--- config.mk ---
export PLATFORM = sky130hd
export DESIGN_NAME = cau_divider
export DESIGN_NICKNAME = d
export VERILOG_FILES = /design/src/hw/rtl/cau_divider.sv
export SDC_FILE = /design/constraint.sdc
export NUM_CORES = 2
export LEC_CHECK = 0
export BUFFER_PORTS_ARGS = -buffer_cell sky130_fd_sc_hd__buf_4
export CELL_PAD_IN_SITES_DETAIL_PLACEMENT = 0
export CELL_PAD_IN_SITES_GLOBAL_PLACEMENT = 1
export CORE_ASPECT_RATIO = 1.25
export CORE_MARGIN = 4
export CORE_UTILIZATION = 50
export DETAILED_ROUTE_END_ITERATION = 10
export GPL_TIMING_DRIVEN = 1
export PLACE_DENSITY = 0.88
export SLEW_MARGIN = 25
export SYNTH_ARGS = -nofsm -noshare
export SYNTH_HDL_FRONTEND = slang
export SYNTH_SLANG_ARGS = --single-unit
--- constraint.sdc ---
create_clock -name i_clk -period 8.4 [get_ports i_clk]
set_clock_uncertainty 0.2 [all_clocks]
set_input_delay 1.68 -clock i_clk [delete_from_list [all_inputs] [get_ports i_clk]]
set_output_delay 1.68 -clock i_clk [all_outputs]
set_load 0.02 [all_outputs]
--- src/hw/rtl/cau_divider.sv ---
`default_nettype none
// Pipelined restoring divider, one quotient bit per stage.
// Quotient of num/den in QW bits; o_sat flags a quotient wider than QW bits.
module cau_divider #(
    parameter int NW = 48,
    parameter int DW = 33,
    parameter int QW = 16
) (
    input  wire logic          i_clk,
    input  wire logic          i_en,
    input  wire logic [NW-1:0] i_num,
    input  wire logic [DW-1:0] i_den,
    output logic      [QW-1:0] o_quo,
    output logic               o_sat
);
    // num >> (QW) >= den means the quotient exceeds QW bits
    logic [QW-1:0] r_num [QW+1];
    logic [DW-1:0] r_den [QW+1];
    logic [DW:0]   r_rem [QW+1];
    logic [QW-1:0] r_quo [QW+1];
    logic          r_sat [QW+1];
    logic [NW:0]   w_hi;

    assign w_hi = {1'b0, i_num} >> QW;

    // start from the upper part of num; the low QW bits shift in one per stage
    always_ff @(posedge i_clk) begin
        if (i_en) begin
            r_num[0] <= i_num[QW-1:0];
            r_den[0] <= i_den;
            r_rem[0] <= w_hi[DW:0];
            r_quo[0] <= '0;
            r_sat[0] <= (w_hi >= {{(NW+1-DW){1'b0}}, i_den});
        end
    end

    for (genvar g = 0; g < QW; g++) begin : g_stage
        logic [DW+1:0] w_t;
        logic          w_ge;
        assign w_t  = {r_rem[g], r_num[g][QW-1]};
        assign w_ge = (w_t >= {2'b00, r_den[g]});
        always_ff @(posedge i_clk) begin
            if (i_en) begin
                r_num[g+1] <= r_num[g] << 1;
                r_den[g+1] <= r_den[g];
                r_rem[g+1] <= w_ge ? w_t[DW:0] - {1'b0, r_den[g]} : w_t[DW:0];
                r_quo[g+1] <= {r_quo[g][QW-2:0], w_ge};
                r_sat[g+1] <= r_sat[g];
            end
        end
    end

    assign o_quo = r_quo[QW];
    assign o_sat = r_sat[QW];
endmodule
`default_nettype wire

After elaboration in Yosys (flattened, before gate mapping):

Memory sizes are Yosys's and may differ from the RTL's.
Index checks and enable logic that the tools add are counted.

* order comparisons: 17
* add/subtract/negate cells: 16
* multiplexer cells: 18

Operators with widths (count)
* 35-bit by 33-bit >= comparator with 1-bit output: 16
* 34-bit two-way mux: 16
* 34-bit by 33-bit subtractor with 34-bit output: 16
* 32-bit by 33-bit >= comparator with 1-bit output: 1
* 1-bit two-way mux: 2

* flip-flop bits (word level): 0
* bits in writable memories: 1700
* output and inout port bits: 17
* bits of input ports: 83
* memories: 5
* word-level logic and storage cells: 56

Memories
* r_rem: words 17, width 34, rd ports 16, clocked after Yosys merged registers in 0, wr ports 17, line 19 `logic [DW:0] r_rem [QW+1];`
* r_den: words 17, width 33, rd ports 16, clocked after Yosys merged registers in 0, wr ports 17, line 18 `logic [DW-1:0] r_den [QW+1];`
* r_num: words 17, width 16, rd ports 16, clocked after Yosys merged registers in 0, wr ports 17, line 17 `logic [QW-1:0] r_num [QW+1];`
* r_quo: words 17, width 16, rd ports 17, clocked after Yosys merged registers in 0, wr ports 17, line 20 `logic [QW-1:0] r_quo [QW+1];`
* r_sat: words 17, width 1, rd ports 17, clocked after Yosys merged registers in 0, wr ports 17, line 21 `logic r_sat [QW+1];`

Longest topological paths before layout:

An unclocked memory read counts as a cell.

* depth after elaboration: 3
* depth in mapped cells: 16

Least setup slack after synthesis:

No wires, ideal clock.

* path type: input port to flip-flop
* start: input port i_den[18]
* end: memory r_sat[0][0] (data pin)
* arrival time: 3.436 ns
* setup time: 0.261 ns
* slack: 4.503 ns
* path buffers: 0
* stages: 13
* cell sequence: inv_1 ha_1 a21o_1 a21o_1 a21o_1 a21oi_1 nor2b_1 o21ai_0 nand2b_1 a221oi_1 o21ai_0 a31oi_1 o22ai_1

RTL lines
* from (decl): line 12 `input wire logic [DW-1:0] i_den,`
* to (decl): line 21

==> impl_results.md <==
* Worst setup EP type: flop
* Synthesis Warnings at 0
* FF-to-FF setup slack at between 3 and 4 ns
* Routed len/inst at 18.6 um
* Count leader, synth: edfxtp_1
* Fin. max-slew vios at 0
* CTS max path bufs at 3
* Worst EP arrival at between 4 and 5 ns
* CP peak stage delay at 0.72 ns
* Pre-Repair DR Iteration Count at 6
* Worst vdd ir at ~0.00025 V
* Post-synth EDFFs at 1359
* Hold Crit Class: flop to flop
* Worst relative slew slack at 0.338
* Worst setup path end: r_rem[0][321]
* Crit path required time at ~8.7 ns
* Full die area at between 150000 and 200000 um^2
* Main synth FF type: edfxtp_1
* Syn Area/Cell at 11.3 um^2
* Number of setup buffers added after CTS at 0
* PortBufs at 99
* Setup Viol. Count Final at 0
* Finished Core Util at 0.556
* Synth Register Bits at around 1400
* Nature of the critical path startpoint: flop
* I/O pin count at 100
* Reg2reg end: r_rem[0][321]
* Cell accounting for the most synthesized area: edfxtp_1
* First-pass GRT wire length at 260 mm
* Clock sink count at 1359
* Resized cells post-CTS at 0
* Die height at 440 um
* Die W at 354 um
* Critical Path Source: r_rem[0][272]
* CTS Hold Buffers Added at 0
* Initial Utilization at 0.503
* Vias per cell at 5.53
* Antenna-violating nets left at 0
* Core region area at 148000 um^2
* Initial antenna violation count at 3
* Design Power at between 30 and 40 mW
* Gpl congestion at slightly below 1
* Clock-pin slew on the worst setup and hold paths at 0.06 ns
* Pre-CTS setup slack at 3.50 ns
* Clk_lat worst skew at 0.78 ns
* WL final at 165 mm
* Synth cell count leaders: edfxtp_1, inv_1, a21oi_1, ha_1, nand2_1
* CTS tree: done
* Crit Path Max Fanout at 51
* Reg2reg start: r_rem[0][272]
* Via count at 49100
* Netlist cell types at 89
* Pwr dens at around 370 nW/um^2
* # nets final at between 7000 and 8000
* Share of flip-flops with an asynchronous set or reset at 0
* Maxcap violations at 0
* Unrepaired setup endpoints after global routing: false
* Post-synth top area share at 0.546
* Post-Syn Area at 74700 um^2
* HPWL after DPL at about 130 mm
* Leak at 33.8 nW
* Inserted Clock Buffers at 146
* GR Util All Layers at 0.211
* Sum Neg Setup Slack at 0 ns
* Cell Chain, Critical Path: ha_1, nor2b_1, o21ai_0, a21oi_1, nor4_1, o31a_1, o21ai_0, a211oi_1, nor2_1, a21o_2, buf_4, mux2_2
* Net Count, Synth at around 7300
* Fmax at 0.215 GHz
* Residual DRC count at 0
* Htree depth at 4
* Crit path kind: flop to flop
* R2R cell count at 12
* Largest net degree at the start of global routing at ~180
* Share of cells above drive strength 1 at 0.0738
* Hold Fails Final Rpt at 0
* Cells after Synth at 6636
* FP Rows at 158
* Ranking of synthesized cells by area: edfxtp_1, ha_1, a21oi_1
* Final worst-path cycle share at 0.555
* Post-synthesis sequential area ratio at 0.546
* Run status: completed
* Vias in the first global route at 51300
* CTS Root Cell: clkbuf_16
* Worst slew pin tran at 0.985 ns
* 1st-iter DRT viols at 2434
* Critical path's slowest cell: o21ai_0
* Min cycle time layout at 4.66 ns
* Area growth syn-to-layout at 10.4%
* Min setup slack post-route at 3.74 ns
* GRT overflow at 0
* CP dominant cell by count: o21ai_0
==> layer usage <==
layer | global-route usage | wire length [um] | vias to the layer above
li1 | - | - | 24500
met5 | 0 | 0 | -
met4 | 0.147 | 13000 | 0
met3 | 0.0289 | 4400 | 518
met2 | 0.441 | 95200 | 939
met1 | 0.177 | 52500 | 23200
==> stage by stage <==
stage	hold slack, ns	std cells	area (um^2)
6_report	0.209	8887	82500
5_1_grt	0.216	8887	82500
4_1_cts	0.207	8870	82400
3_5_place_dp	0.205	8615	77800
3_3_place_gp	0.200	8615	77800
2_1_floorplan	0.200	6636	74700
==> flip-flops by register name, indices dropped and copies added (netlist names) <==
register and flops:
r_rem 542, r_den 528, r_sat 17, r_num 136, r_quo 136
==> power by group <==
| part | switching [mW] | internal (mW) |
|---|---|---|
| registers | 0.827 | 9.90 |
| logic | 7.71 | 5.47 |
| clock network | 2.57 | 3.73 |
| total | 11.1 | 19.1 |
==> how the worst min path moves through the flow <==
stage,start,end,depth (start not counted)
after detailed placement,r_num[0][92],r_num[0][109],0
after CTS,r_num[0][4],r_num[0][21],0
after floorplan,r_num[0][85],r_num[0][102],0
after global placement,r_num[0][137],r_num[0][154],0
final,r_num[0][4],r_num[0][21],0
after global routing,r_quo[1][36],r_quo[1][53],0
==> cell families after synthesis <==
group / after synthesis / synth area share
adder cells (fa/ha/maj): 575 / 0.0978
AND/OR/NAND/NOR: 1425 / 0.0889
AO/OA/AOI/OAI: 1852 / 0.152
buffers and inverters: 869 / 0.0445
XOR/XNOR: 438 / 0.0513
multiplexers: 118 / 0.0189
flip-flops: 1359 / 0.546
==> worst max-delay path: cells and delay by family (launching register included) <==
family | cells | cell delay, ns
buf+inv | 1 | 0.47
flops | 1 | 0.45
simple gates | 3 | 0.49
mux | 1 | 0.40
fa+ha+maj | 1 | 0.33
compound gates | 6 | 2.04
==> cells in the final DEF, fill, tap and decap left out, types with 18 or more instances in the layout <==
cell type | synthesis | layout
a211oi_1 | 25 | 25
a21o_1 | 323 | 322
a21oi_1 | 634 | 632
a31oi_1 | 64 | 63
and2_1 | 20 | 20
and3_1 | 58 | 58
buf_4 | 0 | 132
clkbuf_1 | 117 | 28
clkbuf_16 | 0 | 151
clkinv_1 | 0 | 28
clkinv_2 | 0 | 23
edfxtp_1 | 1359 | 1359
ha_1 | 560 | 560
inv_1 | 707 | 707
mux2_2 | 81 | 81
mux2_4 | 26 | 26
nand2_1 | 490 | 490
nand2b_1 | 66 | 66
nand3_1 | 112 | 112
nand4_1 | 93 | 93
nor2_1 | 365 | 365
nor2b_1 | 81 | 81
nor3_1 | 57 | 56
nor4_1 | 20 | 18
o211ai_1 | 25 | 25
o21a_1 | 53 | 53
o21ai_0 | 448 | 446
o21ai_1 | 18 | 20
o21bai_1 | 70 | 69
o31ai_1 | 28 | 28
xnor2_1 | 262 | 262
xor2_1 | 176 | 176
==> layout make-up <==
type | instances | area [um^2]
Sequential cell | 1359 | 40800
Clock inverter | 76 | 756
Inverter | 709 | 2660
Multi-Input combinational cell | 4408 | 30700
Fill cell | 12500 | 66000
Clock buffer | 179 | 3880
Tap cell | 2000 | 2500
Antenna cell | 16 | 40.0
Timing Repair Buffer | 140 | 1170
Power figures use the tool's default switching activity.
